<file path="src/kda_pkg.sv">
`timescale 1ns / 1ps

package kda_pkg;

    localparam int NUM_KEYS_DEFAULT = 4;
    localparam int NUM_KEYS_MAX     = 16;

    localparam int PIN_BITS  = 4;
    localparam int TIME_W    = 32;
    localparam int DELAY_W   = 16;
    localparam int CNT_W     = 5;
    localparam int FLAG_W    = 7;
    localparam int OUT_KEYS  = 4;

    localparam int S_TDATA_W = 40;
    localparam int M_TDATA_W = 32;
    localparam int CFG_IDX_W = 3;

    localparam int FL_PRESS_EV   = 0;
    localparam int FL_RELEASE_EV = 1;
    localparam int FL_REPEAT_EV  = 2;
    localparam int FL_PRESSED    = 3;
    localparam int FL_RELEASED   = 4;
    localparam int FL_LONG       = 5;
    localparam int FL_XLONG      = 6;

    localparam logic [CNT_W-1:0] CNT_MAX = 5'd31;

    localparam logic [DELAY_W-1:0] DEBOUNCE_RESET     = 16'd1;
    localparam logic [DELAY_W-1:0] FIRST_DELAY_RESET  = 16'd120;
    localparam logic [DELAY_W-1:0] REPEAT_DELAY_RESET = 16'd40;
    localparam logic [CNT_W-1:0]   LONG_CNT_RESET     = 5'd4;
    localparam logic [CNT_W-1:0]   XLONG_CNT_RESET    = 5'd16;

    typedef logic [FLAG_W-1:0] flags_t;

    typedef enum logic [CFG_IDX_W-1:0] {
        CFG_DEBOUNCE     = 3'd0,
        CFG_FIRST_DELAY  = 3'd1,
        CFG_REPEAT_DELAY = 3'd2,
        CFG_LONG_CNT     = 3'd3,
        CFG_XLONG_CNT    = 3'd4
    } cfg_idx_t;

    typedef struct packed {
        logic [DELAY_W-1:0] debounce_time;
        logic [DELAY_W-1:0] first_repeat_delay;
        logic [DELAY_W-1:0] repeat_delay;
        logic [CNT_W-1:0]   long_press_count;
        logic [CNT_W-1:0]   extra_long_press_count;
    } cfg_t;

endpackage

</file>
<file path="src/kda_lane.sv">
`timescale 1ns / 1ps

module kda_lane (
    input  logic                       aclk,
    input  logic                       aresetn,
    input  kda_pkg::cfg_t              cfg,
    input  logic                       in_accept,
    input  logic                       pressed_now,
    input  logic [kda_pkg::TIME_W-1:0] time_now,
    output kda_pkg::flags_t            flags_next
);

    logic                        stable_reg, stable_next;
    logic [kda_pkg::TIME_W-1:0]  change_time_reg, change_time_next;
    logic [kda_pkg::CNT_W-1:0]   cnt_reg, cnt_next;
    kda_pkg::flags_t             flags_reg;

    logic [kda_pkg::TIME_W-1:0]  dt;
    logic [kda_pkg::CNT_W-1:0]   cnt_inc;
    logic [kda_pkg::TIME_W-1:0]  debounce_ext, first_ext, repeat_ext;

    assign debounce_ext = {{(kda_pkg::TIME_W-kda_pkg::DELAY_W){1'b0}}, cfg.debounce_time};
    assign first_ext    = {{(kda_pkg::TIME_W-kda_pkg::DELAY_W){1'b0}}, cfg.first_repeat_delay};
    assign repeat_ext   = {{(kda_pkg::TIME_W-kda_pkg::DELAY_W){1'b0}}, cfg.repeat_delay};

    always_comb begin
        dt               = time_now - change_time_reg;
        cnt_inc          = (cnt_reg == kda_pkg::CNT_MAX) ? cnt_reg
                                                         : cnt_reg + {{(kda_pkg::CNT_W-1){1'b0}}, 1'b1};
        stable_next      = stable_reg;
        change_time_next = change_time_reg;
        cnt_next         = cnt_reg;
        flags_next       = flags_reg;
        if (stable_reg != pressed_now) begin
            if (dt >= debounce_ext) begin
                change_time_next = time_now;
                stable_next      = pressed_now;
                cnt_next         = '0;
                flags_next       = '0;
                if (pressed_now) begin
                    flags_next[kda_pkg::FL_PRESS_EV] = 1'b1;
                    flags_next[kda_pkg::FL_PRESSED]  = 1'b1;
                end else begin
                    flags_next[kda_pkg::FL_RELEASE_EV] = 1'b1;
                    flags_next[kda_pkg::FL_RELEASED]   = 1'b1;
                end
            end
        end else if (flags_reg[kda_pkg::FL_PRESS_EV]) begin
            flags_next[kda_pkg::FL_PRESS_EV] = 1'b0;
        end else if (flags_reg[kda_pkg::FL_RELEASE_EV]) begin
            flags_next[kda_pkg::FL_RELEASE_EV] = 1'b0;
        end else if (flags_reg[kda_pkg::FL_REPEAT_EV]) begin
            flags_next[kda_pkg::FL_REPEAT_EV] = 1'b0;
        end else if (flags_reg[kda_pkg::FL_PRESSED] &&
                     (((cnt_reg != '0) && (dt >= repeat_ext)) || (dt >= first_ext))) begin
            change_time_next                  = time_now;
            cnt_next                          = cnt_inc;
            flags_next[kda_pkg::FL_REPEAT_EV] = 1'b1;
            if (cnt_inc == cfg.long_press_count) begin
                flags_next[kda_pkg::FL_LONG] = 1'b1;
            end
            if (cnt_inc == cfg.extra_long_press_count) begin
                flags_next[kda_pkg::FL_XLONG] = 1'b1;
            end
        end
    end

    always_ff @(posedge aclk) begin
        if (!aresetn) begin
            stable_reg      <= 1'b0;
            change_time_reg <= '0;
            cnt_reg         <= '0;
            flags_reg       <= '0;
        end else if (in_accept) begin
            stable_reg      <= stable_next;
            change_time_reg <= change_time_next;
            cnt_reg         <= cnt_next;
            flags_reg       <= flags_next;
        end
    end

endmodule

</file>
<file path="src/kda_merge.sv">
`timescale 1ns / 1ps

module kda_merge #(
    parameter int NumKeys = kda_pkg::NUM_KEYS_DEFAULT
) (
    input  logic                          aclk,
    input  logic                          aresetn,
    input  logic                          in_accept,
    input  kda_pkg::flags_t               lane_flags [NumKeys],
    output logic                          in_ready,
    output logic                          m_tvalid,
    input  logic                          m_tready,
    output logic [kda_pkg::M_TDATA_W-1:0] m_tdata
);

    localparam int PackW = kda_pkg::OUT_KEYS * kda_pkg::FLAG_W;

    logic [PackW-1:0]                 packed_flags;
    logic [kda_pkg::M_TDATA_W-1:0]    word;
    logic                             main_valid_reg, skid_valid_reg;
    logic [kda_pkg::M_TDATA_W-1:0]    main_data_reg, skid_data_reg;
    logic                             pop;

    genvar k;
    generate
        for (k = 0; k < kda_pkg::OUT_KEYS; k++) begin : g_pack
            if (k < NumKeys) begin : g_key
                assign packed_flags[k*kda_pkg::FLAG_W +: kda_pkg::FLAG_W] = lane_flags[k];
            end else begin : g_none
                assign packed_flags[k*kda_pkg::FLAG_W +: kda_pkg::FLAG_W] = '0;
            end
        end
    endgenerate

    assign word     = {{(kda_pkg::M_TDATA_W-PackW){1'b0}}, packed_flags};
    assign in_ready = !skid_valid_reg;
    assign m_tvalid = main_valid_reg;
    assign m_tdata  = main_data_reg;
    assign pop      = main_valid_reg && m_tready;

    always_ff @(posedge aclk) begin
        if (!aresetn) begin
            main_valid_reg <= 1'b0;
            skid_valid_reg <= 1'b0;
        end else if (pop) begin
            if (skid_valid_reg) begin
                main_valid_reg <= 1'b1;
                skid_valid_reg <= 1'b0;
            end else begin
                main_valid_reg <= in_accept;
            end
        end else if (in_accept) begin
            if (main_valid_reg) begin
                skid_valid_reg <= 1'b1;
            end else begin
                main_valid_reg <= 1'b1;
            end
        end
    end

    always_ff @(posedge aclk) begin
        if (pop) begin
            if (skid_valid_reg) begin
                main_data_reg <= skid_data_reg;
            end else if (in_accept) begin
                main_data_reg <= word;
            end
        end else if (in_accept) begin
            if (main_valid_reg) begin
                skid_data_reg <= word;
            end else begin
                main_data_reg <= word;
            end
        end
    end

endmodule

</file>
<file path="src/key_debounce_autorepeat.sv">
`timescale 1ns / 1ps

// Debounce and auto-repeat for up to NUM_KEYS keys, one lane per key.
// Input channel s_*: one item per scan tick, carrying the raw active-low pin
// levels of keys 0 to 3 and a 32-bit timestamp that wraps. Keys above 3 read
// as not pressed. Result channel m_*: one item per input item, the 7-bit flag
// fields of keys 0 to 3 after that tick, zero for keys at or above NUM_KEYS.
// Configuration channel cfg_*: register writes, always ready, to be issued
// only while no item is in flight; unknown indexes are ignored.
// m_tvalid is high in the cycle after acceptance. All lanes update in the cycle
// an item is accepted, so one item is taken every cycle while s_tready is high;
// the limit is the per-lane 32-bit subtract and compare feeding the key state
// registers. A two-entry output buffer lets the block accept up to two items while
// the receiver stalls; s_tready then drops until a result is taken.
// Reset loads the register defaults, clears all key state to not pressed
// with no flags, and empties the output buffer.
module key_debounce_autorepeat #(
    parameter int NUM_KEYS = kda_pkg::NUM_KEYS_DEFAULT
) (
    input  logic                          aclk,
    input  logic                          aresetn,
    input  logic                          s_tvalid,
    output logic                          s_tready,
    // [3:0] pin_levels, [35:4] time_now, [39:36] zero
    input  logic [kda_pkg::S_TDATA_W-1:0] s_tdata,
    output logic                          m_tvalid,
    input  logic                          m_tready,
    // [6:0] key0_flags, [13:7] key1_flags, [20:14] key2_flags, [27:21] key3_flags,
    // [31:28] zero
    output logic [kda_pkg::M_TDATA_W-1:0] m_tdata,
    input  logic                          cfg_valid,
    output logic                          cfg_ready,
    input  logic [kda_pkg::CFG_IDX_W-1:0] cfg_index,
    input  logic [kda_pkg::DELAY_W-1:0]   cfg_data
);

    kda_pkg::cfg_t              cfg_reg;
    logic                       in_accept;
    logic [kda_pkg::TIME_W-1:0] time_now;
    kda_pkg::flags_t            lane_flags [NUM_KEYS];

    assign cfg_ready = 1'b1;
    assign in_accept = s_tvalid && s_tready;
    assign time_now  = s_tdata[kda_pkg::PIN_BITS +: kda_pkg::TIME_W];

    always_ff @(posedge aclk) begin
        if (!aresetn) begin
            cfg_reg.debounce_time          <= kda_pkg::DEBOUNCE_RESET;
            cfg_reg.first_repeat_delay     <= kda_pkg::FIRST_DELAY_RESET;
            cfg_reg.repeat_delay           <= kda_pkg::REPEAT_DELAY_RESET;
            cfg_reg.long_press_count       <= kda_pkg::LONG_CNT_RESET;
            cfg_reg.extra_long_press_count <= kda_pkg::XLONG_CNT_RESET;
        end else if (cfg_valid && cfg_ready) begin
            unique case (kda_pkg::cfg_idx_t'(cfg_index))
                kda_pkg::CFG_DEBOUNCE:     cfg_reg.debounce_time      <= cfg_data;
                kda_pkg::CFG_FIRST_DELAY:  cfg_reg.first_repeat_delay <= cfg_data;
                kda_pkg::CFG_REPEAT_DELAY: cfg_reg.repeat_delay       <= cfg_data;
                kda_pkg::CFG_LONG_CNT: begin
                    cfg_reg.long_press_count <= cfg_data[kda_pkg::CNT_W-1:0];
                end
                kda_pkg::CFG_XLONG_CNT: begin
                    cfg_reg.extra_long_press_count <= cfg_data[kda_pkg::CNT_W-1:0];
                end
                default: begin
                end
            endcase
        end
    end

    genvar k;
    generate
        for (k = 0; k < NUM_KEYS; k++) begin : g_lane
            logic pressed_now;
            if (k < kda_pkg::PIN_BITS) begin : g_pin
                assign pressed_now = !s_tdata[k];
            end else begin : g_nopin
                assign pressed_now = 1'b0;
            end
            kda_lane u_lane (
                .aclk        (aclk),
                .aresetn     (aresetn),
                .cfg         (cfg_reg),
                .in_accept   (in_accept),
                .pressed_now (pressed_now),
                .time_now    (time_now),
                .flags_next  (lane_flags[k])
            );
        end
    endgenerate

    kda_merge #(
        .NumKeys (NUM_KEYS)
    ) u_merge (
        .aclk       (aclk),
        .aresetn    (aresetn),
        .in_accept  (in_accept),
        .lane_flags (lane_flags),
        .in_ready   (s_tready),
        .m_tvalid   (m_tvalid),
        .m_tready   (m_tready),
        .m_tdata    (m_tdata)
    );

`ifndef SYNTHESIS
    a_result_follows: assert property (@(posedge aclk) disable iff (!aresetn)
        in_accept |=> m_tvalid)
        else $error("accepted item produced no pending result");

    a_full_means_valid: assert property (@(posedge aclk) disable iff (!aresetn)
        !s_tready |-> m_tvalid)
        else $error("input blocked while no result is pending");

    a_cfg_debounce_write: assert property (@(posedge aclk) disable iff (!aresetn)
        (cfg_valid && cfg_ready &&
         (cfg_index == kda_pkg::CFG_DEBOUNCE)) |=>
        (cfg_reg.debounce_time == $past(cfg_data)))
        else $error("debounce time write not taken");

    a_cfg_long_write: assert property (@(posedge aclk) disable iff (!aresetn)
        (cfg_valid && cfg_ready &&
         (cfg_index == kda_pkg::CFG_LONG_CNT)) |=>
        (cfg_reg.long_press_count == $past(cfg_data[kda_pkg::CNT_W-1:0])))
        else $error("long press count write not taken");
`endif

endmodule
</file>
<file path="config.mk">
export PLATFORM = sky130hd
export DESIGN_NAME = key_debounce_autorepeat
export DESIGN_NICKNAME = d
export VERILOG_FILES = /design/src/kda_pkg.sv /design/src/kda_lane.sv /design/src/kda_merge.sv /design/src/key_debounce_autorepeat.sv
export SDC_FILE = /design/constraint.sdc
export NUM_CORES = 1
export LEC_CHECK = 0
export BUFFER_PORTS_ARGS = -buffer_cell sky130_fd_sc_hd__buf_2
export CORE_MARGIN = 1
export CORE_UTILIZATION = 40
export DETAILED_ROUTE_END_ITERATION = 10
export GPL_TIMING_DRIVEN = 0
export REMOVE_ABC_BUFFERS = 1
export SLEW_MARGIN = 20
export SYNTH_ARGS = -nofsm -noshare
export SYNTH_HDL_FRONTEND = slang
export SYNTH_SLANG_ARGS = --single-unit
</file>
<file path="constraint.sdc">
create_clock -name aclk -period 5.76 [get_ports aclk]
set_input_delay 0.288 -clock aclk [delete_from_list [all_inputs] [get_ports aclk]]
set_output_delay 0.288 -clock aclk [all_outputs]
set_load 0.1 [all_outputs]
</file>
==> results.cfg, run 1 <==
[final_layout]
mostFrequentLayoutCells = nand2_1 (431), ha_1 (324), a21oi_1 (280)
final_layout_size_suffix_gt1_share_pct = 8.10
syn_to_final_growth_pct = 10.7
instances_no_fill = 4093
fin_area_sq_um = 28600
diodes = 0
num-nets-final = 3613
final_common_cell = nand2_1
largest_reg_flops = 128

[placement]
dp.cells = 4011
dp_slack_ns = -0.818
dpl_cell_area_sq_um = 27000
globalplace.congestion = 0.946
io_buffer_count = 89
hpwl_um = 62100

[drt]
drt-initial-drc-count = 1611
dr.pass1.iters = 5
drc = 0
wirelength_um = 78000
dr_total_vias = 23400
wl_per_cell_um = 19.0
routed_via_density = 5.71
drtAntennaViolNets = 0

[cts]
path_clk_slew_ns = 0.06
clk_root_buffer_cell = clkbuf_16
numCtsBuffers = 36
clk_latency_ns = 0.57
cts.sinks = 296
clockBufferDepth = 3
tritoncts = built
htreeDepth = 2

[global_routing]
track_usage_pct = 23.3
grt_max_degree = 90
overflow = 0
first_global_vias = 21900
antenna_found_initial = 0
grt_first_pass_wirelength_um = 122000

[sta]
finalSetupTns_ns = 0
rsz0062_at_grt = no
hold_viol_final = 0
min_period_ns = 5.70
fin_crit_sh_pct = 99.0
relSlewSlack_pct = 32.5
setup_violations = 0
fmax_mhz = 175
setup_slack_ns = 0.0553
skew_ns = 0.0323
drv_slew = 0
worst_slew_pin_slew_ns = 1.01

[floorplan]
dieArea_sq_um = 65500
io_pins = 99
fp-row-count = 92
start_util_pct = 40.7
dieHeight_um = 256
core-area_sq_um = 63400
die_w_um = 256

[logic_synthesis]
syn_inst = 3210
synth-seq-area-share_pct = 25.1
ys.flop_type = dfxtp_1
synth_async_sr_flop_share_pct = 0
synth.avg_cell_area_sq_um = 8.04
synth_top_area_share_pct = 18.6
yosysWarnings = 0
yosysUniqueCellTypes = 105
synth_edf_count = 56
synthTopCellsByArea = dfxtp_1 (19%), ha_1 (16%), edfxtp_1 (6.5%)
synth_area_leader_cell = dfxtp_1
ys_ff_latch = 296
syn_area_sq_um = 25800

[power_and_ir_drop]
swShare_pct = 38.1
power.leakage_nw = 11.7
total_power_w = 0.00766
p_int_w = 0.00474
p_switching_w = 0.00292
power_frac_clock_pct = 31.3
power_frac_comb_pct = 38.6
power_frac_seq_pct = 30.1
vdd_drop_max_mv = 0.164
p_per_area_nw_per_um2 = 268

[worst_setup_path]
critical_path.startpoint_type = flop
worstPathArrival_ns = 6.14
crit_required_ns = 6.19
critPathMaxFanout = 16
critical_path_class = flop to flop
endpoint_kind = flop

[min_path]
hp-class = input pin to flop

[run]
drv_cap = 0

[status]
outcome = complete, no violations
==> final timing paths <==
kind                                                    start                                               end  slack (ns)  cells after the start
min                                               cfg_data[7]                          cfg_reg[17]$_SDFFE_PN0P_        0.03                      3
min reg2reg        g_lane[0].u_lane.flags_reg[5]$_SDFFE_PN0P_        g_lane[0].u_lane.flags_reg[5]$_SDFFE_PN0P_        0.45                      2
max reg2reg  g_lane[3].u_lane.change_time_reg[1]$_SDFFE_PN0P_  g_lane[3].u_lane.change_time_reg[9]$_SDFFE_PN0P_        0.06                     19
max          g_lane[3].u_lane.change_time_reg[1]$_SDFFE_PN0P_  g_lane[3].u_lane.change_time_reg[9]$_SDFFE_PN0P_        0.06                     19
==> routing by layer <==
metal	wire length (um)	track usage, %
met3	3520	2.21
met4	2000	6.47
met5	0	0
met2	35500	38.5
met1	36900	32.1
==> cell type report <==
class	instances	area, sq um
Fill cell	6327	34900
Multi-Input combinational cell	2528	17900
Sequential cell	296	6490
Tap cell	846	1060
Clock buffer	48	1030
Timing Repair Buffer	121	1020
Inverter	238	896
Clock inverter	16	200
==> power by group through the flow <==
stage / registers [W] / logic, W / clock network (W)
finish: 0.00230 / 0.00296 / 0.00240
global route: 0.00232 / 0.00326 / 0.00252
CTS: 0.00230 / 0.00290 / 0.00245
detailed placement: 0.00235 / 0.00287 / 0
global placement: 0.00235 / 0.00282 / 0
floorplan: 0.00246 / 0.00193 / 0
==> cell usage after synthesis (all sizes together), types with 9 or more instances <==
cell and n:
or3 19, o22ai 15, nand4 49, nand2b 29
o311ai 14, a31o 12, mux2i 153, o31ai 20
and2 28, a221oi 9, and3 22, or2 16
o21a 46, nor2 173, nand3 61, edfxtp 56
o2111ai 12, dfxtp 240, a2111oi 15, inv 238
a211o 15, o21ai 155, xor2 53, ha 324
clkbuf 107, buf 44, o211a 10, xnor2 76
nor4 14, a211oi 39, a31oi 27, nor2b 24
o211ai 44, o31a 12, nor3 77, nand2 432
o21bai 13, a21oi 286, nor4b 11, mux2 12
a311o 9, a21o 89
==> critical path: stages, from the launching register on <==
cell and delay [ns]:
dfxtp_1 0.38, inv_1 0.06, ha_1 0.26, nor2b_1 0.15, o31a_1 0.33, o211ai_1 0.66
nand2_1 0.19, xor2_1 0.66, ha_1 0.38, nand4_1 0.14, nor2_1 0.06, a211oi_1 0.20
o21ai_0 0.16, a21oi_1 0.25, o211ai_1 0.33, o21ai_4 0.51, a21oi_4 0.24, buf_12 0.25
buf_16 0.18, mux2i_1 0.13
==> what timing repair did <==
item                                    CTS  global route
endpoints found under the setup margin  107            78
pin swaps                                 1             3
hold buffers                             10             0
resized for setup                         5            15
setup buffers                             5             3
endpoints found under the hold margin    22             0
==> kinds of logic (layout without fill, tap and decap cells) <==
| logic type | count (synthesis) | in the layout | synth area share [%] |
|---|---|---|---|
| XOR/XNOR | 129 | 129 | 4.38 |
| adder cells (fa/ha/maj) | 328 | 328 | 16.0 |
| flip-flops | 296 | 296 | 25.1 |
| multiplexers | 165 | 165 | 6.46 |
| AO/OA/AOI/OAI | 915 | 915 | 23.7 |
| AND/OR/NAND/NOR | 986 | 986 | 18.0 |
| buffers and inverters | 389 | 423 | 6.27 |
| other | 2 | 5 | 0.0291 |
==> per-stage QoR <==
| step | utilization, % | hold WS (ns) |
|---|---|---|
| final | 45.0 | 0.0257 |
| after global routing | 45.0 | 0.0179 |
| after CTS | 44.8 | 0.00319 |
| after detailed placement | 42.6 | 0.438 |
| after global placement | 41.9 | 0.438 |
| after floorplan | - | 0.350 |
(Power assumes the default switching activity.)
==> inputs of run 2 (changes only) <==
CORE_MARGIN = default   (was 1)
SETUP_SLACK_MARGIN = 0.4   (was default)
==> run 2 against run 1 <==
Compared with the run above: global-route usage rose by 0.19 points; sequential cell count did not move; first-iteration DRC count fell by 8.9%; clock skew barely moved; clock power barely moved; sequential power barely moved; highest routed layer unchanged.
==> results.cfg, run 2 (synthesis results as in run 1) <==
[status]
outcome = complete, no violations

[floorplan]
start_util_pct = 40.7
dieArea_sq_um = 65500
fp-row-count = 92
core-area_sq_um = 63400
die_w_um = 256
io_pins = 99
dieHeight_um = 256

[worst_setup_path]
worstPathArrival_ns = 5.67
crit_required_ns = 6.19
endpoint_kind = flop
critPathMaxFanout = 16
critical_path.startpoint_type = flop
critical_path_class = flop to flop

[power_and_ir_drop]
power_frac_seq_pct = 29.8
power.leakage_nw = 11.8
p_int_w = 0.00478
power_frac_clock_pct = 31.1
vdd_drop_max_mv = 0.166
p_per_area_nw_per_um2 = 268
power_frac_comb_pct = 39.1
p_switching_w = 0.00295
swShare_pct = 38.1

[drt]
wl_met2_um = 36000
wirelength_met1_um = 37500
wirelength_um = 78700
drt-initial-drc-count = 1468
drc = 0
dr.pass1.iters = 5
top_layer_used = met4
routed_via_density = 5.72
dr_total_vias = 23500
drtAntennaViolNets = 0
wl_per_cell_um = 19.2
met3_length_um = 3190

[cts]
path_clk_slew_ns = 0.06
numCtsBuffers = 36
tritoncts = built
htreeDepth = 2
clk_root_buffer_cell = clkbuf_16
clk_latency_ns = 0.57
clockBufferDepth = 3
cts.sinks = 296

[sta]
relSlewSlack_pct = 24.0
min_period_ns = 5.24
setup_violations = 0
rsz0062_at_grt = yes
finalHoldWorstSlack_ns = 0.0248
fmax_mhz = 191
skew_ns = 0.0327
hold_viol_final = 0
drv_slew = 0
worst_slew_pin_slew_ns = 1.12
finalSetupTns_ns = 0
setup_slack_ns = 0.518
fin_crit_sh_pct = 91.0

[final_layout]
syn_to_final_growth_pct = 11.9
final_common_cell = nand2_1
diodes = 0
num-nets-final = 3629
final_layout_size_suffix_gt1_share_pct = 9.10
largest_reg_flops = 128
fin_area_sq_um = 28900
fin_util_pct = 45.5
mostFrequentLayoutCells = nand2_1 (431), ha_1 (323), a21oi_1 (278)

[global_routing]
track_usage_pct = 23.5
antenna_found_initial = 0
grt_max_degree = 90
overflow = 0
first_global_vias = 22000
grt_first_pass_wirelength_um = 123000

[placement]
dpl_cell_area_sq_um = 27000
globalplace.congestion = 0.946
dp_slack_ns = -0.818
hpwl_um = 62100
io_buffer_count = 89

[min_path]
hp-class = input pin to flop

[run]
drv_cap = 0
## run 2: changes by cell type in the layout (fill, tap and decap cells not counted), moves of 3 or more
cell,change
buf_4,+15
o21ai_0,-4
o21ai_1,+3
xnor2_1,-5
xnor2_2,+5
xor2_1,-3
## run 2: final timing paths
path	cells past startpoint	slack (ns)	start	endpoint
hold reg to reg	2	0.45	g_lane[0].u_lane.flags_reg[5]$_SDFFE_PN0P_	g_lane[0].u_lane.flags_reg[5]$_SDFFE_PN0P_
hold / removal	3	0.02	cfg_data[7]	cfg_reg[17]$_SDFFE_PN0P_
setup / recovery	22	0.52	g_lane[3].u_lane.change_time_reg[0]$_SDFFE_PN0P_	g_lane[3].u_lane.change_time_reg[9]$_SDFFE_PN0P_
setup reg to reg	22	0.52	g_lane[3].u_lane.change_time_reg[0]$_SDFFE_PN0P_	g_lane[3].u_lane.change_time_reg[9]$_SDFFE_PN0P_
## run 2: area by class of cell
type	count	area, sq um
well taps	846	1060
inverters	238	896
multi-input cells	2528	18000
clock buffers	48	1030
clock inverters	16	200
flip-flops and latches	296	6490
fillers	6294	34600
repair buffers	137	1160
## run 2: repair_timing
action	4_1_cts	5_1_grt
setup endpoints to repair	184	113
gates cloned	1	0
hold buffers	10	0
pin swaps	10	12
endpoints found under the hold margin	22	0
gates resized for setup	27	19
setup buffers	17	6
## run 2: per-layer routing
metal	track usage (%)	up-vias
met4	6.29	0
met5	0	-
met1	32.3	11200
met3	2.29	111
li1	-	11700
met2	39.0	545
## run 2: power by group through the flow
stage / Combinational, W / Sequential (W) / Clock [W]
2_1_floorplan: 0.00193 / 0.00246 / 0
3_3_place_gp: 0.00282 / 0.00235 / 0
3_5_place_dp: 0.00287 / 0.00235 / 0
4_1_cts: 0.00296 / 0.00230 / 0.00245
5_1_grt: 0.00332 / 0.00232 / 0.00252
6_report: 0.00302 / 0.00230 / 0.00240
## run 2: per-stage QoR
stage               power, W  cells
finish               0.00773   4109
global route         0.00816   4109
CTS                  0.00771   4103
detailed placement   0.00522   4011
global placement     0.00517   3997
floorplan            0.00440   3062
## run 2: critical path, cell delays in order (launching register included)
cell,delay (ns)
dfxtp_1,0.31
ha_1,0.23
fa_1,0.41
nor2b_1,0.23
o2111a_1,0.33
o211ai_1,0.16
and3_1,0.23
o21bai_1,0.14
a21oi_1,0.12
xnor2_2,0.33
buf_4,0.19
ha_1,0.24
nand4_1,0.13
nor2_1,0.06
a211oi_1,0.20
o21ai_0,0.16
a21oi_1,0.24
o211ai_1,0.32
o21ai_4,0.28
a21oi_4,0.17
buf_12,0.25
buf_16,0.18
mux2i_1,0.13
